[config.mk]
export PLATFORM = sky130hd
export DESIGN_NAME = toy_language_tokenizer_flat
export DESIGN_NICKNAME = d
export VERILOG_FILES = /design/src/hw/rtl/tlt_pkg.sv /design/src/hw/rtl/tlt_if.sv /design/src/hw/rtl/toy_language_tokenizer.sv /design/src/flat_wrapper.sv
export VERILOG_INCLUDE_DIRS = /design/src /design/src/hw/rtl
export SDC_FILE = /design/constraint.sdc
export NUM_CORES = 1
export LEC_CHECK = 0
export ABC_AREA = 1
export BUFFER_PORTS_ARGS = -buffer_cell sky130_fd_sc_hd__buf_2
export CAP_MARGIN = 15
export CORE_ASPECT_RATIO = 1.2
export CORE_UTILIZATION = 25
export CTS_CLUSTER_DIAMETER = 120
export DETAILED_ROUTE_END_ITERATION = 6
export HOLD_SLACK_MARGIN = 0.12
export PLACE_DENSITY_LB_ADDON = 0.15
export SYNTH_ARGS = -nofsm -noshare
export SYNTH_HDL_FRONTEND = slang
export SYNTH_SLANG_ARGS = --single-unit
export TNS_END_PERCENT = 10
[constraint.sdc]
create_clock -name clk -period 8.85 [get_ports clk]
set_input_delay 0 -clock clk [delete_from_list [all_inputs] [get_ports clk]]
set_output_delay 0 -clock clk [all_outputs]
set_load 0.01 [all_outputs]
[src/hw/rtl/toy_language_tokenizer_macros.svh]
// Assertion helpers for the tokenizer.
`ifndef TOY_LANGUAGE_TOKENIZER_MACROS_SVH
`define TOY_LANGUAGE_TOKENIZER_MACROS_SVH

// Same-cycle implication, ignored while reset is asserted.
`define TLT_ASSERT_NOW(label, clk, rst_n, ante, cons) \
    label: assert property (@(posedge clk) disable iff (!rst_n) (ante) |-> (cons)) \
        else $error("tokenizer check failed");

// Next-cycle implication, ignored while reset is asserted.
`define TLT_ASSERT_NEXT(label, clk, rst_n, ante, cons) \
    label: assert property (@(posedge clk) disable iff (!rst_n) (ante) |=> (cons)) \
        else $error("tokenizer check failed");

`endif

[src/hw/rtl/tlt_pkg.sv]
`default_nettype none

package tlt_pkg;

    localparam int PREFIX_BYTES = 5;
    localparam int TABLE_SIZE   = 16;

    // Token classes
    localparam logic [3:0] CLS_KEYWORD  = 4'd0;
    localparam logic [3:0] CLS_IDENT    = 4'd1;
    localparam logic [3:0] CLS_NUMBER   = 4'd2;
    localparam logic [3:0] CLS_STRING   = 4'd3;
    localparam logic [3:0] CLS_DOT      = 4'd4;
    localparam logic [3:0] CLS_ASSIGN   = 4'd5;
    localparam logic [3:0] CLS_LPAREN   = 4'd6;
    localparam logic [3:0] CLS_RPAREN   = 4'd7;
    localparam logic [3:0] CLS_BLANK    = 4'd8;
    localparam logic [3:0] CLS_COMMA    = 4'd9;
    localparam logic [3:0] CLS_LBRACKET = 4'd10;
    localparam logic [3:0] CLS_RBRACKET = 4'd11;
    localparam logic [3:0] CLS_NEWLINE  = 4'd12;
    localparam logic [3:0] CLS_ERROR    = 4'd13;
    localparam logic [3:0] CLS_SIGN     = 4'd14;

    // Error codes
    localparam logic [2:0] ERR_NONE         = 3'd0;
    localparam logic [2:0] ERR_TOO_LONG     = 3'd1;
    localparam logic [2:0] ERR_INCOMPATIBLE = 3'd2;
    localparam logic [2:0] ERR_DOUBLE_MINUS = 3'd3;
    localparam logic [2:0] ERR_LONE_MINUS   = 3'd4;
    localparam logic [2:0] ERR_ILLEGAL      = 3'd5;
    localparam logic [2:0] ERR_UNTERMINATED = 3'd6;

    // Characters with a role of their own
    localparam logic [7:0] CH_MINUS   = 8'h2D;
    localparam logic [7:0] CH_QUOTE   = 8'h22;
    localparam logic [7:0] CH_LBRACE  = 8'h7B;
    localparam logic [7:0] CH_RBRACE  = 8'h7D;

    localparam logic [5:0] MAX_WORD_RESET = 6'd20;

    // Keywords, first byte in the low bits, unused entries have length zero
    localparam logic [39:0] KW_PATTERN [TABLE_SIZE] = '{
        40'h00_00_62_75_73,   // sub
        40'h00_00_64_64_61,   // add
        40'h00_00_00_6F_74,   // to
        40'h00_6D_6F_72_66,   // from
        40'h00_00_74_75_6F,   // out
        40'h00_65_76_6F_6D,   // move
        40'h00_70_6F_6F_6C,   // loop
        40'h73_65_6D_69_74,   // times
        40'h00_00_74_6E_69,   // int
        40'h0, 40'h0, 40'h0, 40'h0, 40'h0, 40'h0, 40'h0
    };
    localparam logic [2:0] KW_LENGTH [TABLE_SIZE] = '{
        3'd3, 3'd3, 3'd2, 3'd4, 3'd3, 3'd4, 3'd4, 3'd5, 3'd3,
        3'd0, 3'd0, 3'd0, 3'd0, 3'd0, 3'd0, 3'd0
    };

    typedef struct packed {
        logic [3:0]  token_class;
        logic [7:0]  token_length;
        logic [3:0]  keyword_index;
        logic [2:0]  error_code;
        logic [15:0] keyword_total;
        logic [15:0] identifier_total;
        logic [15:0] paren_total;
        logic [15:0] dot_total;
    } tlt_result_t;

    function automatic logic is_letter(input logic [7:0] c);
        return (c >= 8'h61 && c <= 8'h7A) || (c >= 8'h41 && c <= 8'h5A) || c == 8'h5F;
    endfunction

    function automatic logic is_digit(input logic [7:0] c);
        return c >= 8'h30 && c <= 8'h39;
    endfunction

    function automatic logic [3:0] punct_class(input logic [7:0] c);
        logic [3:0] r;
        case (c)
            8'h2E:   r = CLS_DOT;
            8'h3D:   r = CLS_ASSIGN;
            8'h28:   r = CLS_LPAREN;
            8'h29:   r = CLS_RPAREN;
            8'h20:   r = CLS_BLANK;
            8'h2C:   r = CLS_COMMA;
            8'h5B:   r = CLS_LBRACKET;
            8'h5D:   r = CLS_RBRACKET;
            8'h0A:   r = CLS_NEWLINE;
            default: r = CLS_ERROR;
        endcase
        return r;
    endfunction

    // Does byte c continue a pending token of class cls?
    function automatic logic extends_token(input logic [3:0] cls, input logic [7:0] c);
        logic r;
        if (cls == CLS_IDENT || cls == CLS_NUMBER)
            r = is_letter(c) || is_digit(c);
        else if (c == CH_MINUS || c == CH_QUOTE || is_letter(c) || is_digit(c))
            r = 1'b0;
        else
            r = (punct_class(c) == cls);
        return r;
    endfunction

    // Place byte c at position len of the word prefix while it fits.
    function automatic logic [39:0] prefix_put(input logic [39:0] prefix,
                                               input logic [7:0] len,
                                               input logic [7:0] c);
        logic [39:0] r;
        r = prefix;
        for (int j = 0; j < PREFIX_BYTES; j++)
            if (len == 8'(j))
                r[8*j +: 8] = c;
        return r;
    endfunction

    function automatic logic [7:0] len_inc(input logic [7:0] len);
        return (&len) ? len : len + 8'd1;
    endfunction

endpackage

`default_nettype wire

[src/hw/rtl/tlt_if.sv]
`default_nettype none

// Source byte channel
interface tlt_char_if;
    logic       valid;
    logic       ready;
    logic [7:0] char_code;
    logic       end_of_input;

    modport source (output valid, output char_code, output end_of_input, input ready);
    modport sink   (input valid, input char_code, input end_of_input, output ready);
endinterface

// Token record channel
interface tlt_token_if;
    logic        valid;
    logic        ready;
    logic [3:0]  token_class;
    logic [7:0]  token_length;
    logic [3:0]  keyword_index;
    logic [2:0]  error_code;
    logic [15:0] keyword_total;
    logic [15:0] identifier_total;
    logic [15:0] paren_total;
    logic [15:0] dot_total;

    modport source (output valid, output token_class, output token_length,
                    output keyword_index, output error_code, output keyword_total,
                    output identifier_total, output paren_total, output dot_total,
                    input ready);
    modport sink   (input valid, input token_class, input token_length,
                    input keyword_index, input error_code, input keyword_total,
                    input identifier_total, input paren_total, input dot_total,
                    output ready);
endinterface

`default_nettype wire

[src/hw/rtl/toy_language_tokenizer.sv]
// Streaming tokenizer: one source byte per item on char_in, at most one token
// record per item on token_out, issued when a token closes. The block takes a
// new item every clock cycle while char_in.ready is high, and registers the
// record for the byte that closes a token in the output stage. A two-deep
// output stage (result register plus skid register) lets input keep flowing
// while one record waits, so char_in.ready drops only when both are full.
// Brace comments are removed, runs of equal punctuation merge, words that
// equal a keyword exactly become keywords, and all error cases close as class
// 13 with a code. Raising end_of_input flushes the pending token and clears
// token state; running totals are kept. The max_word_length register is
// written through cfg_we/cfg_wdata and must only change while the block is
// idle. No clearing pass follows reset.
`default_nettype none

`include "toy_language_tokenizer_macros.svh"

module toy_language_tokenizer
    import tlt_pkg::*;
#(
    parameter int KEYWORD_COUNT = 9,
    parameter int COUNT_WIDTH   = 16
)(
    input  wire logic       clk,
    input  wire logic       rst_n,
    input  wire logic       cfg_we,
    input  wire logic [5:0] cfg_wdata,
    tlt_char_if.sink        char_in,
    tlt_token_if.source     token_out
);

    // Configuration
    logic [5:0] max_word_reg;

    // Token state
    logic [3:0]  pend_class_reg, pend_class_next;
    logic [7:0]  pend_len_reg,   pend_len_next;
    logic [39:0] prefix_reg,     prefix_next;
    logic        in_comment_reg, in_comment_next;
    logic        in_string_reg,  in_string_next;
    logic        minus_reg,      minus_next;
    logic        num_bad_reg,    num_bad_next;

    // Running totals
    logic [COUNT_WIDTH-1:0] kw_cnt_reg,    kw_cnt_next;
    logic [COUNT_WIDTH-1:0] id_cnt_reg,    id_cnt_next;
    logic [COUNT_WIDTH-1:0] paren_cnt_reg, paren_cnt_next;
    logic [COUNT_WIDTH-1:0] dot_cnt_reg,   dot_cnt_next;

    // Output stage
    logic        out_valid_reg;
    tlt_result_t out_reg;
    logic        skid_valid_reg;
    tlt_result_t skid_reg;

    logic        fire;
    logic        out_pop;
    logic [7:0]  c;

    // Closing the pending token, from state only
    logic        kw_hit;
    logic [3:0]  kw_idx;
    logic [3:0]  close_class;
    logic [3:0]  close_kw;
    logic [2:0]  close_err;
    logic        close_bump_kw, close_bump_id, close_bump_paren, close_bump_dot;

    // Result of this item
    logic        res_valid;
    tlt_result_t res;
    logic        do_close;
    logic        do_start;

    logic [COUNT_WIDTH+15:0] kw_ext, id_ext, paren_ext, dot_ext;

    assign c        = char_in.char_code;
    assign fire     = char_in.valid && char_in.ready;
    assign out_pop  = out_valid_reg && token_out.ready;
    assign char_in.ready = !skid_valid_reg;

    // Whole-word keyword compare over the first five bytes
    always_comb
    begin
        kw_hit = 1'b0;
        kw_idx = '0;
        for (int i = 0; i < KEYWORD_COUNT && i < TABLE_SIZE; i++)
        begin
            if (!kw_hit && KW_LENGTH[i] != 3'd0 && pend_len_reg == {5'd0, KW_LENGTH[i]}
                && prefix_reg == KW_PATTERN[i])
            begin
                kw_hit = 1'b1;
                kw_idx = 4'(i);
            end
        end
    end

    // Judge the pending token as it would close now
    always_comb
    begin
        close_class      = pend_class_reg;
        close_kw         = '0;
        close_err        = ERR_NONE;
        close_bump_kw    = 1'b0;
        close_bump_id    = 1'b0;
        close_bump_paren = 1'b0;
        close_bump_dot   = 1'b0;
        if (pend_class_reg == CLS_IDENT)
        begin
            if (pend_len_reg > {2'b00, max_word_reg})
            begin
                close_class = CLS_ERROR;
                close_err   = ERR_TOO_LONG;
            end
            else if (kw_hit)
            begin
                close_class   = CLS_KEYWORD;
                close_kw      = kw_idx;
                close_bump_kw = 1'b1;
            end
            else
            begin
                close_bump_id = 1'b1;
            end
        end
        else if (pend_class_reg == CLS_NUMBER)
        begin
            if (num_bad_reg)
            begin
                close_class = CLS_ERROR;
                close_err   = ERR_INCOMPATIBLE;
            end
        end
        else if (pend_class_reg == CLS_ERROR)
        begin
            close_err = ERR_ILLEGAL;
        end
        else if (pend_class_reg == CLS_DOT)
        begin
            close_bump_dot = 1'b1;
        end
        else if (pend_class_reg == CLS_LPAREN || pend_class_reg == CLS_RPAREN)
        begin
            close_bump_paren = 1'b1;
        end
    end

    // Next token state and the record this item produces
    always_comb
    begin
        pend_class_next = pend_class_reg;
        pend_len_next   = pend_len_reg;
        prefix_next     = prefix_reg;
        in_comment_next = in_comment_reg;
        in_string_next  = in_string_reg;
        minus_next      = minus_reg;
        num_bad_next    = num_bad_reg;
        kw_cnt_next     = kw_cnt_reg;
        id_cnt_next     = id_cnt_reg;
        paren_cnt_next  = paren_cnt_reg;
        dot_cnt_next    = dot_cnt_reg;
        res_valid       = 1'b0;
        res             = '0;
        do_close        = 1'b0;
        do_start        = 1'b0;

        if (char_in.end_of_input)
        begin
            if (in_string_reg)
            begin
                res_valid         = 1'b1;
                res.token_class   = CLS_ERROR;
                res.token_length  = pend_len_reg;
                res.error_code    = ERR_UNTERMINATED;
            end
            else if (minus_reg)
            begin
                res_valid         = 1'b1;
                res.token_class   = CLS_ERROR;
                res.token_length  = 8'd1;
                res.error_code    = ERR_LONE_MINUS;
            end
            else if (pend_len_reg != 8'd0)
            begin
                do_close = 1'b1;
            end
            pend_class_next = CLS_BLANK;
            pend_len_next   = '0;
            prefix_next     = '0;
            in_comment_next = 1'b0;
            in_string_next  = 1'b0;
            minus_next      = 1'b0;
            num_bad_next    = 1'b0;
        end
        else if (in_comment_reg)
        begin
            if (c == CH_RBRACE)
                in_comment_next = 1'b0;
        end
        else if (in_string_reg)
        begin
            prefix_next   = prefix_put(prefix_reg, pend_len_reg, c);
            pend_len_next = len_inc(pend_len_reg);
            if (c == CH_QUOTE)
            begin
                res_valid        = 1'b1;
                res.token_class  = CLS_STRING;
                res.token_length = pend_len_next;
                in_string_next   = 1'b0;
                pend_class_next  = CLS_BLANK;
                pend_len_next    = '0;
                prefix_next      = '0;
            end
        end
        else if (c == CH_LBRACE)
        begin
            in_comment_next = 1'b1;
        end
        else if (minus_reg)
        begin
            res_valid = 1'b1;
            if (c == CH_MINUS)
            begin
                // second minus stays pending
                res.token_class  = CLS_ERROR;
                res.token_length = 8'd2;
                res.error_code   = ERR_DOUBLE_MINUS;
            end
            else
            begin
                minus_next       = 1'b0;
                res.token_length = 8'd1;
                if (is_digit(c))
                begin
                    res.token_class = CLS_SIGN;
                end
                else
                begin
                    res.token_class = CLS_ERROR;
                    res.error_code  = ERR_LONE_MINUS;
                end
                do_start = 1'b1;
            end
        end
        else if (pend_len_reg != 8'd0)
        begin
            if (extends_token(pend_class_reg, c))
            begin
                if (pend_class_reg == CLS_NUMBER && is_letter(c))
                    num_bad_next = 1'b1;
                prefix_next   = prefix_put(prefix_reg, pend_len_reg, c);
                pend_len_next = len_inc(pend_len_reg);
            end
            else
            begin
                do_close = 1'b1;
                do_start = 1'b1;
            end
        end
        else
        begin
            do_start = 1'b1;
        end

        // Emit the pending token and bump its total
        if (do_close)
        begin
            res_valid         = 1'b1;
            res.token_class   = close_class;
            res.token_length  = pend_len_reg;
            res.keyword_index = close_kw;
            res.error_code    = close_err;
            if (close_bump_kw && !(&kw_cnt_reg))
                kw_cnt_next = kw_cnt_reg + 1'b1;
            if (close_bump_id && !(&id_cnt_reg))
                id_cnt_next = id_cnt_reg + 1'b1;
            if (close_bump_paren && !(&paren_cnt_reg))
                paren_cnt_next = paren_cnt_reg + 1'b1;
            if (close_bump_dot && !(&dot_cnt_reg))
                dot_cnt_next = dot_cnt_reg + 1'b1;
            pend_class_next = CLS_BLANK;
            pend_len_next   = '0;
            prefix_next     = '0;
            num_bad_next    = 1'b0;
        end

        // Open a new token with this byte
        if (do_start)
        begin
            prefix_next  = '0;
            num_bad_next = 1'b0;
            if (c == CH_MINUS)
            begin
                minus_next      = 1'b1;
                pend_class_next = CLS_BLANK;
                pend_len_next   = '0;
            end
            else
            begin
                if (c == CH_QUOTE)
                begin
                    in_string_next  = 1'b1;
                    pend_class_next = CLS_STRING;
                end
                else if (is_letter(c))
                    pend_class_next = CLS_IDENT;
                else if (is_digit(c))
                    pend_class_next = CLS_NUMBER;
                else
                    pend_class_next = punct_class(c);
                prefix_next   = {32'd0, c};
                pend_len_next = 8'd1;
            end
        end

        // Totals ride along, truncated or widened to the port width
        kw_ext    = {16'd0, kw_cnt_next};
        id_ext    = {16'd0, id_cnt_next};
        paren_ext = {16'd0, paren_cnt_next};
        dot_ext   = {16'd0, dot_cnt_next};
        res.keyword_total    = kw_ext[15:0];
        res.identifier_total = id_ext[15:0];
        res.paren_total      = paren_ext[15:0];
        res.dot_total        = dot_ext[15:0];
    end

    // Configuration register
    always_ff @(posedge clk or negedge rst_n)
    begin
        if (!rst_n)
            max_word_reg <= MAX_WORD_RESET;
        else if (cfg_we)
            max_word_reg <= cfg_wdata;
    end

    // Advance token state on every accepted item
    always_ff @(posedge clk or negedge rst_n)
    begin
        if (!rst_n)
        begin
            pend_class_reg <= CLS_BLANK;
            pend_len_reg   <= '0;
            prefix_reg     <= '0;
            in_comment_reg <= 1'b0;
            in_string_reg  <= 1'b0;
            minus_reg      <= 1'b0;
            num_bad_reg    <= 1'b0;
            kw_cnt_reg     <= '0;
            id_cnt_reg     <= '0;
            paren_cnt_reg  <= '0;
            dot_cnt_reg    <= '0;
        end
        else if (fire)
        begin
            pend_class_reg <= pend_class_next;
            pend_len_reg   <= pend_len_next;
            prefix_reg     <= prefix_next;
            in_comment_reg <= in_comment_next;
            in_string_reg  <= in_string_next;
            minus_reg      <= minus_next;
            num_bad_reg    <= num_bad_next;
            kw_cnt_reg     <= kw_cnt_next;
            id_cnt_reg     <= id_cnt_next;
            paren_cnt_reg  <= paren_cnt_next;
            dot_cnt_reg    <= dot_cnt_next;
        end
    end

    // Output stage valid bits: the skid register fills only when the
    // result register holds a record that is not taken this cycle.
    always_ff @(posedge clk or negedge rst_n)
    begin
        if (!rst_n)
        begin
            out_valid_reg  <= 1'b0;
            skid_valid_reg <= 1'b0;
        end
        else if (skid_valid_reg)
        begin
            if (out_pop)
                skid_valid_reg <= 1'b0;
        end
        else if (fire && res_valid)
        begin
            if (out_valid_reg && !out_pop)
                skid_valid_reg <= 1'b1;
            else
                out_valid_reg <= 1'b1;
        end
        else if (out_pop)
        begin
            out_valid_reg <= 1'b0;
        end
    end

    // Output stage payload
    always_ff @(posedge clk)
    begin
        if (skid_valid_reg)
        begin
            if (out_pop)
                out_reg <= skid_reg;
        end
        else if (fire && res_valid)
        begin
            if (out_valid_reg && !out_pop)
                skid_reg <= res;
            else
                out_reg <= res;
        end
    end

    assign token_out.valid            = out_valid_reg;
    assign token_out.token_class      = out_reg.token_class;
    assign token_out.token_length     = out_reg.token_length;
    assign token_out.keyword_index    = out_reg.keyword_index;
    assign token_out.error_code       = out_reg.error_code;
    assign token_out.keyword_total    = out_reg.keyword_total;
    assign token_out.identifier_total = out_reg.identifier_total;
    assign token_out.paren_total      = out_reg.paren_total;
    assign token_out.dot_total        = out_reg.dot_total;

    // The skid register holds a record only behind a full result register
    `TLT_ASSERT_NOW(a_skid_behind_out, clk, rst_n, skid_valid_reg, out_valid_reg)
    // A pending minus never coexists with pending token text
    `TLT_ASSERT_NOW(a_minus_alone, clk, rst_n, minus_reg, pend_len_reg == 8'd0 && !in_string_reg)
    // Strings and comments exclude each other
    `TLT_ASSERT_NOW(a_string_no_comment, clk, rst_n, in_string_reg, !in_comment_reg)
    // End of text leaves no open token state behind
    `TLT_ASSERT_NEXT(a_flush_clears, clk, rst_n, fire && char_in.end_of_input,
        pend_len_reg == 8'd0 && !minus_reg && !in_comment_reg && !in_string_reg)

endmodule

`default_nettype wire
[src/flat_wrapper.sv]
// flat-port wrapper written by rule: the top's interface ports become plain ports
module toy_language_tokenizer_flat import tlt_pkg::*;
#(
    parameter int KEYWORD_COUNT = 9,
    parameter int COUNT_WIDTH   = 16
)
  (clk, rst_n, cfg_we, cfg_wdata, char_in_valid, char_in_char_code, char_in_end_of_input, char_in_ready, token_out_valid, token_out_token_class, token_out_token_length, token_out_keyword_index, token_out_error_code, token_out_keyword_total, token_out_identifier_total, token_out_paren_total, token_out_dot_total, token_out_ready);
  tlt_char_if char_in_i ();
  tlt_token_if token_out_i ();
  input  wire logic clk;
  input  wire logic rst_n;
  input  wire logic cfg_we;
  input  wire logic [5:0] cfg_wdata;
  input wire logic [$bits(char_in_i.valid)-1:0] char_in_valid;
  input wire logic [$bits(char_in_i.char_code)-1:0] char_in_char_code;
  input wire logic [$bits(char_in_i.end_of_input)-1:0] char_in_end_of_input;
  output wire logic [$bits(char_in_i.ready)-1:0] char_in_ready;
  output wire logic [$bits(token_out_i.valid)-1:0] token_out_valid;
  output wire logic [$bits(token_out_i.token_class)-1:0] token_out_token_class;
  output wire logic [$bits(token_out_i.token_length)-1:0] token_out_token_length;
  output wire logic [$bits(token_out_i.keyword_index)-1:0] token_out_keyword_index;
  output wire logic [$bits(token_out_i.error_code)-1:0] token_out_error_code;
  output wire logic [$bits(token_out_i.keyword_total)-1:0] token_out_keyword_total;
  output wire logic [$bits(token_out_i.identifier_total)-1:0] token_out_identifier_total;
  output wire logic [$bits(token_out_i.paren_total)-1:0] token_out_paren_total;
  output wire logic [$bits(token_out_i.dot_total)-1:0] token_out_dot_total;
  input wire logic [$bits(token_out_i.ready)-1:0] token_out_ready;
  assign char_in_i.valid = char_in_valid;
  assign char_in_i.char_code = char_in_char_code;
  assign char_in_i.end_of_input = char_in_end_of_input;
  assign char_in_ready = char_in_i.ready;
  assign token_out_valid = token_out_i.valid;
  assign token_out_token_class = token_out_i.token_class;
  assign token_out_token_length = token_out_i.token_length;
  assign token_out_keyword_index = token_out_i.keyword_index;
  assign token_out_error_code = token_out_i.error_code;
  assign token_out_keyword_total = token_out_i.keyword_total;
  assign token_out_identifier_total = token_out_i.identifier_total;
  assign token_out_paren_total = token_out_i.paren_total;
  assign token_out_dot_total = token_out_i.dot_total;
  assign token_out_i.ready = token_out_ready;
  toy_language_tokenizer #(.KEYWORD_COUNT(KEYWORD_COUNT), .COUNT_WIDTH(COUNT_WIDTH)) u_core (.clk(clk), .rst_n(rst_n), .cfg_we(cfg_we), .cfg_wdata(cfg_wdata), .char_in(char_in_i), .token_out(token_out_i));
endmodule
Word level (Yosys, flattened, before mapping)
Cells that the tools add are included.

word-level totals
  bits in registers = 294
  output and inout port bits = 85
  bits of input ports = 20
  logic and storage cells = 354

operators by class
  reduce and logical (&&, ||, !) cells = 73
  magnitude comparators = 7
  muxes and demuxes = 194
  eq/ne operators = 44
  add/sub/neg operators = 5
  bitwise logic cells = 1

operators by type and width
  kind                                                                                 number
  40-bit two-way mux                                                                   10
  83-bit two-way mux                                                                   4
  40-bit by 23-bit == test with 1-bit output, second input constant                    4
  8-bit two-way mux                                                                    17
  4-bit two-way mux                                                                    33
  16-bit two-way mux                                                                   8
  40-bit by 31-bit == test with 1-bit output, second input constant                    3
  1-bit two-way mux                                                                    97
  12-bit two-way mux                                                                   8
  16-bit by 1-bit adder with 16-bit output, second input constant                      4
  8-bit by 6-bit == test with 1-bit output, second input constant                      8
  16-bit AND reduction                                                                 4
  40-bit by 15-bit == test with 1-bit output, second input constant                    1
  40-bit by 39-bit == test with 1-bit output, second input constant                    1
  8-bit by 7-bit == test with 1-bit output, second input constant                      5
  3-bit two-way mux                                                                    12
  4-bit case mux with 9 select lines                                                   1
  1-bit logical AND                                                                    29
  4-bit nonzero test                                                                   5
  19-bit two-way mux                                                                   1
  8-bit by 2-bit == test with 1-bit output, second input constant                      2
  8-bit by 3-bit == test with 1-bit output, second input constant                      2
  8-bit by 7-bit greater-or-equal comparator with 1-bit output, second input constant  2
  8-bit by 7-bit less-or-equal comparator with 1-bit output, second input constant     2
  30 further kinds                                                                     61

Logic depth before layout (Yosys ltp)
Gate-level depths: netlist of run 1.

  depth after elaboration = 44
  mapped depth = 23
  depth with buffers taken out = 21

Least setup slack after synthesis of run 1
OpenSTA, ideal clock, no wires.

  path type = reg2reg
  start = reg u_core.pend_len_reg[0]
  end = reg u_core.out_reg, in the netlist u_core.token_out.dot_total[0], enable pin
  stages on the path, launching flop included = 11
  buffers on the path = 1
  data arrival time = 5.793 ns
  required time = 8.296 ns
  setup time = 0.554 ns
  setup slack = 2.503 ns
  clock period less this slack = 6.347 ns
  path through = dfrtp_1 -> inv_1 -> ha_1 -> nand2_1 -> nor2_1 -> nor3_1 -> nand4_1 -> nand2_2 -> buf_2 -> o21ai_1 -> o22ai_1

on the way
  word-level cells in the longest chain between the ends = 11

RTL lines
  element                          RTL line                                                      RTL
  from (decl)                      toy_language_tokenizer.sv:36                                  logic [7:0] pend_len_reg, pend_len_next;
  from (signal assigned)           toy_language_tokenizer.sv:354                                 pend_len_reg <= pend_len_next;
  8-bit nonzero test *             toy_language_tokenizer.sv:181, toy_language_tokenizer.sv:243
  1-bit two-way mux                toy_language_tokenizer.sv:243                                 else if (pend_len_reg != 8'd0)
  1-bit two-way mux                toy_language_tokenizer.sv:217                                 else if (minus_reg)
  1-bit two-way mux                toy_language_tokenizer.sv:213                                 else if (c == CH_LBRACE)
  1-bit two-way mux                toy_language_tokenizer.sv:198                                 else if (in_string_reg)
  1-bit two-way mux                toy_language_tokenizer.sv:193                                 else if (in_comment_reg)
  1-bit two-way mux *              toy_language_tokenizer.sv:165                                 if (char_in.end_of_input)
  1-bit two-way mux *              toy_language_tokenizer.sv:264                                 if (do_close)
  1-bit logical AND *              toy_language_tokenizer.sv:402                                 else if (fire && res_valid)
  2-bit nonzero test (no line) *   -
  3-bit AND reduction (no line) *  -
  to (signal assigned)             toy_language_tokenizer.sv:400                                 out_reg <= skid_reg;
  to (signal assigned)             toy_language_tokenizer.sv:407                                 out_reg <= res;
  to (decl)                        toy_language_tokenizer.sv:51                                  tlt_result_t out_reg;

Every way passes the cells marked *; elsewhere a longest branch is shown, timed or not.
A chain may end at the register's enable or synchronous reset.

Final worst setup path of run 1
  start = in char_in_char_code[7]
  end = reg u_core.out_reg, in the netlist u_core.token_out.identifier_total[11], enable pin

on the way
  word-level cells in the longest chain between the ends = 30

RTL lines
  element                                                           RTL line                       RTL
  from (decl)                                                       flat_wrapper.sv:15             input wire logic [$bits(char_in_i.char_code)-1:0] char_in_char_code;
  8-bit by 4-bit == test with 1-bit output (tied with other cells)  tlt_pkg.sv:81                  case (c)
  4-bit case mux with 9 select lines                                tlt_pkg.sv:81
  4-bit two-way mux                                                 tlt_pkg.sv:101                 else if (c == CH_MINUS || c == CH_QUOTE || is_letter(c) || is_digit(c))
  4-bit two-way mux                                                 tlt_pkg.sv:99                  if (cls == CLS_IDENT || cls == CLS_NUMBER)
  4-bit two-way mux                                                 toy_language_tokenizer.sv:243
  4-bit two-way mux                                                 toy_language_tokenizer.sv:217
  4-bit two-way mux                                                 toy_language_tokenizer.sv:213
  4-bit two-way mux                                                 toy_language_tokenizer.sv:198
  [... 14 more ...]                                                 -
  1-bit two-way mux                                                 toy_language_tokenizer.sv:213
  1-bit two-way mux                                                 toy_language_tokenizer.sv:198
  1-bit two-way mux                                                 toy_language_tokenizer.sv:193
  1-bit two-way mux                                                 toy_language_tokenizer.sv:165
  1-bit two-way mux *                                               toy_language_tokenizer.sv:264
  1-bit logical AND *                                               toy_language_tokenizer.sv:402
  2-bit nonzero test (no line) *                                    -
  3-bit AND reduction (no line) *                                   -

Every way passes the cells marked *; elsewhere a longest branch is shown, timed or not. The select of a mux whose other input is x is not followed.

==> reports/results.ini, run 1 <==
[placed_design]
post-place-ws_ns = 4.48
port_buffers = 104
dp.cells = 2847
dp_hpwl_mm = 34.3
place.gp.congestion = 0.846

[timing]
final-hold-violation-count = 0
fin_crit_sh_pct = 48.6
fmaxAchievable_ghz = 0.232
finalMaxSlewViolations = 0
relSlewSlack_pct = 25.5
worst_slew_pin_slew_ns = 1.11
fin_ws_ns = 4.54
final-setup-viol-count = 0
clock_skew_ns = 0.0179
tns_ns = 0
min_period_ns = 4.31
rsz0062_at_grt = no

[floorplan]
ios = 105
die_h_um = 279
core-area_um2 = 63200
start_util_pct = 25.3
die-area_um2 = 64800
dieWidth_um = 233
placementRows = 101

[global_route]
grt_pass1_vias = 13000
antenna_found_initial = 0
grt_max_degree = 97
gr-total-overflow = 0
grt_pass1_wl_mm = 77.1
track_usage_pct = 15.2

[yosys]
synth-seq-cells = 294
yosysWarnings = 0
synth_top_area_share_pct = 31.2
synth.most_common_cell = nand2_1
synth_area_leaders = edfxtp_1 31%, dfrtp_1 20%, nand2_1 16%, inv_1 4.8%, o21ai_0 4.2%
synth_cell_types = 47
syn-instance-count = 1976
yosysTopAreaCell = edfxtp_1
synth_top_flop_cell = edfxtp_1
synthArstFlopShare_pct = 43.5
synth_edf_count = 166
syn_area_um2 = 16000
syn_nets = 2010
yosysSeqAreaShare_pct = 51.3
synth.avg_cell_area_um2 = 8.08
synth_common_cells = 693 x nand2_1, 205 x inv_1, 166 x edfxtp_1

[clocking]
cts_tree = built
clk_latency_ns = 0.55
hold_buffers = 32
htree_levels = 2
clk_path_buf_depth = 3
clock_sinks = 294
cts_buffers = 36
cts-root-buf = clkbuf_16
postCtsSetupRepairBufs = 0
clk_pin_slew_ns = 0.06
postCtsResizedCells = 0

[critical_path]
cp-end-kind = register
startpoint_type = input port
r2r.worst_path.cells = 10
critPathRequiredTime_ns = 9.01
critPathMaxFanout = 53
reg2reg_from = u_core.pend_len_reg[0]$_DFFE_PN0P_
cp.arrival_ns = 4.47
cp_cell_sequence = dlygate4sd3_1 -> buf_2 -> inv_1 -> nand2_1 -> nor2_1 -> nand2_1 -> nand2_1 -> nor2_1 -> nand3_1 -> nor3_2 -> nand3_2 -> nand4_1 -> nand2_2 -> o21ai_1 -> o22ai_4 -> buf_4
startpoint = char_in_char_code[7]
critPathKind = input port to register
crit_top_cell = nand2_1
critPathCapture = u_core.token_out.identifier_total[11]$_DFFE_PP_
critPathTopFamily = simple AND/OR/NAND/NOR gates
cp.buffers_inverters = 4
path_depth = 16
r2r_setup_slack_ns = 4.60
reg2reg_to = u_core.token_out.identifier_total[11]$_DFFE_PP_
crit_slowest_cell = o22ai_4
critPathMaxStageDelay_ns = 0.84

[pwr]
p_sw_share_pct = 36.2
power_per_cell_area_nw_per_um2 = 251
p_seq_share_pct = 40.7
comb_power_share_pct = 27.2
internal_power_uw = 3010
power.leakage_uw = 0.00773
ir_drop_v = 0.000109
p_sw_uw = 1710
clockPowerShare_pct = 32.1

[finish]
fillCellCount = 6903
num_antenna_cells = 0
multi_input_area_um2 = 6670
seqCellArea_um2 = 8190
nNetsFinal = 2127
syn2layout_area_growth_pct = 18.1
largest_reg_flops = 83
fin_cells = 2945
drive_gt1_share_pct = 10.9
fin_util_pct = 29.8

[hold_path]
hold_path.class = input port to register
hold_path_startpoint = cfg_we

[drt]
num_vias = 13400
drc = 0
routedWlPerCell_um = 16.6
wirelength_mm = 48.8
vias_per_cell = 4.56
ant_nets = 0
drt_iter0_drc = 784
dr.pass1.iters = 6

[run]
max-cap-violations = 0

[outcome]
status = finished, final reports clean

power groups by stage:
stage               Sequential, uW  Clock (uW)  Combinational [uW]
finish                        1920        1510                1290
global route                  1960        1620                1460
CTS                           1930        1580                1330
detailed placement            1960           0                1310
global placement              1950           0                1310
floorplan                     1960           0                 819
worst reg2reg max path: cells and delay by family, from the launching register on:
kind	cells	cell delay, ns
fa+ha+maj	1	0.26
buf+inv	2	0.84
simple gates	5	1.07
flops	1	0.46
compound gates	2	1.15
worst min-delay path by stage:
stage / end / slack [ns] / depth (start not counted)
3_3_place_gp: u_core.prefix_reg[31]$_DFFE_PN0P_ / 0.09 / 1
4_1_cts: u_core.max_word_reg[2]$_DFFE_PN1P_ / 0.26 / 3
6_report: u_core.max_word_reg[2]$_DFFE_PN1P_ / 0.29 / 3
5_1_grt: u_core.max_word_reg[2]$_DFFE_PN1P_ / 0.34 / 3
2_1_floorplan: u_core.dot_cnt_reg[0]$_DFFE_PN0P_ / -0.30 / 0
3_5_place_dp: u_core.prefix_reg[31]$_DFFE_PN0P_ / 0.08 / 1
logic make-up after synthesis:
kind of cell | synth area share (%)
AOI/OAI and AO/OA | 10.3
xor gates and xnor gates | 1.92
adders and majority gates | 1.10
buffers and inverters | 7.10
DFF | 51.3
muxes | 0.212
and+or+nand+nor | 28.0
placed cells by master, fill, tap and decap left out, types with 5 or more instances in the layout:
| cell type | Yosys | layout |
|---|---|---|
| o21ai_2 | 19 | 19 |
| nand2_1 | 693 | 693 |
| xor2_1 | 26 | 26 |
| a21oi_1 | 20 | 20 |
| edfxtp_1 | 166 | 166 |
| nand2_2 | 6 | 6 |
| clkinv_1 | 3 | 6 |
| buf_4 | 7 | 9 |
| clkbuf_1 | 33 | 8 |
| nor3_1 | 42 | 42 |
| inv_2 | 5 | 7 |
| o211ai_1 | 30 | 30 |
| dfrtp_1 | 125 | 124 |
| clkbuf_16 | 0 | 39 |
| inv_1 | 205 | 205 |
| nor2_4 | 6 | 7 |
| buf_2 | 14 | 103 |
| and2_1 | 9 | 9 |
| o2111ai_1 | 5 | 5 |
| o21ai_1 | 58 | 58 |
| a31oi_1 | 9 | 9 |
| dlygate4sd3_1 | 0 | 31 |
| xnor2_1 | 9 | 9 |
| nand4_1 | 23 | 23 |
| o21ai_0 | 134 | 134 |
| nand3_1 | 116 | 116 |
| ha_1 | 14 | 14 |
| nor4_1 | 18 | 17 |
| nor2_1 | 131 | 130 |
metal layers:
metal / global-route usage (%) / part of all wire, % / up-vias
met4: 3.70 / 2.0 / 0
met3: 2.27 / 3.7 / 63
met1: 19.1 / 44 / 6341
met2: 26.9 / 50 / 255
met5: 0 / 0 / -
li1: - / - / 6767
stage by stage:
stage	hold WS, ns	instance area [um^2]	total power, uW
4_1_cts	0.260	18800	4840
2_1_floorplan	-0.296	16000	2780
3_5_place_dp	0.0799	17300	3270
5_1_grt	0.344	18800	5040
3_3_place_gp	0.0854	17300	3260
6_report	0.292	18800	4720
cell type report:
type | count | share of cell area (%)
clock buffer | 51 | 5.63
clock inverter | 15 | 0.744
inverter | 213 | 4.24
multi-input combinational | 1402 | 35.4
sequential | 294 | 43.5
tap | 824 | 5.47
timing repair buffer | 146 | 5.01
No activity file was read; power rests on OpenSTA's default activity.
==> inputs of run 2 (changes only) <==
- ABC_AREA: 1 -> 0
- clock period: 8.85 -> 3.5 ns (I/O delays scaled with it)
==> reports/results.ini, run 2 <==
[pwr]
internal_power_uw = 7360
power_per_cell_area_nw_per_um2 = 573
p_sw_share_pct = 30.5
clockPowerShare_pct = 32.8
ir_drop_v = 0.000289
p_sw_uw = 3230
power.leakage_uw = 0.00734
comb_power_share_pct = 24.5
p_seq_share_pct = 42.7

[finish]
drive_gt1_share_pct = 26.4
fin_area_um2 = 18500
fin_util_pct = 31.4
fillCellCount = 6015
layout_commonest_cell = edfxtp_1
seqCellArea_um2 = 8190
largest_reg_flops = 83
multi_input_area_um2 = 6410
nNetsFinal = 1488
layout_common_cells = 166 x edfxtp_1, 125 x dfrtp_1, 103 x buf_2
syn2layout_area_growth_pct = 23.6

[floorplan]
die_h_um = 270
dieWidth_um = 225
die-area_um2 = 60700
core-area_um2 = 58700
ios = 105
placementRows = 97
start_util_pct = 25.4

[global_route]
antenna_found_initial = 0
track_usage_pct = 13.5
grt_pass1_vias = 10800
grt_pass1_wl_mm = 64.0
gr-total-overflow = 0
grt_max_degree = 60

[yosys]
yosysTopAreaCell = edfxtp_1
synthArstFlopShare_pct = 43.5
synth-seq-cells = 294
syn_area_um2 = 14900
syn-instance-count = 1264
synth_top_area_share_pct = 33.4
yosysSeqAreaShare_pct = 54.8
synth.avg_cell_area_um2 = 11.8
synth.most_common_cell = edfxtp_1
synth_cell_types = 93
synth_area_leaders = edfxtp_1 33%, dfrtp_1 21%, mux2_2 6.7%, xnor2_1 4.9%, nand3_1 2.6%
synth_edf_count = 166
synth_common_cells = 166 x edfxtp_1, 125 x dfrtp_1, 93 x nand2_1
synth_top_flop_cell = edfxtp_1
syn_nets = 1298
yosysWarnings = 0

[run]
max-cap-violations = 0

[timing]
final-hold-violation-count = 0
rsz0062_at_grt = yes
fin_crit_sh_pct = 97.8
worst_slew_pin_slew_ns = 0.934
relSlewSlack_pct = 37.7
final-setup-viol-count = 0
clock_skew_ns = 0.0296
fmaxAchievable_ghz = 0.292
finalMaxSlewViolations = 0
min_period_ns = 3.42
whs_ns = 0.116

[drt]
routedWlPerCell_um = 18.0
drt_iter0_drc = 610
vias_per_cell = 4.70
dr.pass1.iters = 7
drc = 2
wirelength_mm = 40.9
num_vias = 10700
ant_nets = 0

[placed_design]
place.gp.congestion = 0.820
dp_hpwl_mm = 29.1
dpl_cell_area_um2 = 16900
port_buffers = 104

[clocking]
clock_sinks = 294
htree_levels = 2
cts-root-buf = clkbuf_16
cts_buffers = 34
cts_tree = built
clk_path_buf_depth = 3
clk_pin_slew_ns = 0.06
clk_latency_ns = 0.55

[critical_path]
critPathKind = register to register
cp_cell_sequence = or4_4 -> or2_1 -> buf_4 -> nand4bb_1 -> nor4_2 -> o21ai_2 -> a31oi_4 -> and4_1 -> mux2_4 -> mux2_2
critPathMaxStageDelay_ns = 0.56
startpoint_type = register
crit_slowest_cell = or4_4
critPathMaxFanout = 4
critPathRequiredTime_ns = 3.80
cp.arrival_ns = 3.72
cp-end-kind = register

[outcome]
status = finished with violations
violations = design-rule violations

[hold_path]
hold_path.class = input port to async pin

## run 2: cell types whose count changed after synthesis, sizes merged, moves of 30 or more
| cell | previous run | this run |
|---|---|---|
| nand3 | 120 | 79 |
| a32o | 0 | 32 |
| o21ai | 211 | 37 |
| o211ai | 30 | 0 |
| mux2 | 3 | 92 |
| xnor2 | 9 | 83 |
| nand2 | 701 | 95 |
| and3 | 0 | 45 |
| nor2 | 138 | 58 |
| inv | 210 | 29 |
## run 2: power groups by stage
stage                     Clock [uW]  Sequential [uW]  Combinational, uW
after global placement             0             4610               2590
after CTS                       3610             4540               2650
final                           3470             4520               2590
after global routing            3740             4570               2850
after detailed placement           0             4600               2600
after floorplan                    0             4670               1420
## run 2: area by class of cell
type                       instances  area share (%)
sequential                       294            44.4
multi-input combinational        869            34.7
timing repair buffer             226            9.16
tap                              792            5.37
clock buffer                      48            5.29
inverter                          29           0.596
clock inverter                    13           0.468
antenna                            1          0.0136
## run 2: logic make-up (layout without fill, tap and decap cells)
kind of cell               after synthesis  in the layout  synth area share, %
DFF                                    294            294                 54.8
AOI/OAI and AO/OA                      181            181                 9.64
muxes                                   94             94                 7.12
adders and majority gates               14             14                 1.17
buffers and inverters                  101            316                 3.13
xor gates and xnor gates               121            121                 7.10
and+or+nand+nor                        459            459                 17.0
other                                    0              1                    0
## run 2: through the flow
stage | power (uW) | TNS, ns | worst slack [ns] | std cells
CTS | 10800 | 0 | 0.000993 | 2267
finish | 10600 | 0 | 0.0769 | 2272
floorplan | 6090 | -164.61 | -1.10 | 1264
global route | 11200 | -0.336 | -0.0465 | 2271
global placement | 7190 | -0.0503 | -0.0324 | 2176
detailed placement | 7210 | -0.139 | -0.0727 | 2176
## run 2: worst paths after layout
path	slack, ns	end	cells past startpoint	start
setup reg to reg	0.08	u_core.token_out.keyword_total[12]$_DFFE_PP_	10	u_core.prefix_reg[31]$_DFFE_PN0P_
min in group clk	0.34	u_core.max_word_reg[2]$_DFFE_PN1P_	3	cfg_we
hold reg to reg	0.50	u_core.prefix_reg[34]$_DFFE_PN0P_	1	u_core.prefix_reg[34]$_DFFE_PN0P_
hold / removal	0.12	u_core.kw_cnt_reg[15]$_DFFE_PN0P_	2	rst_n
max in group asynchronous	2.46	u_core.paren_cnt_reg[5]$_DFFE_PN0P_	3	rst_n
setup / recovery	0.08	u_core.token_out.keyword_total[12]$_DFFE_PP_	10	u_core.prefix_reg[31]$_DFFE_PN0P_
## run 2: what timing repair did
action | CTS | global route
endpoints found under the hold margin | 171 | 0
pin swaps | 3 | 5
hold buffers | 30 | 0
gates cloned | 0 | 2
setup buffers | 0 | 2
setup endpoints to repair | 3 | 169
resized for setup | 4 | 16
## run 2: per-layer routing
metal	wire, um	part of all wire [%]	GRT usage (%)	vias to the layer above
li1	-	-	-	5111
met1	18500	45	17.3	5328
met2	20000	49	22.4	176
met3	1380	3.4	2.33	63
met4	1130	2.8	5.17	0
met5	0	0	0	-
## run 2: critical path: cells and delay by family, from the launching register on
kind,cells,cell delay (ns)
multiplexers,2,0.58
flip-flops,1,0.39
AO/OA/AOI/OAI,2,0.39
AND/OR/NAND/NOR,5,1.64
buffers and inverters,1,0.16
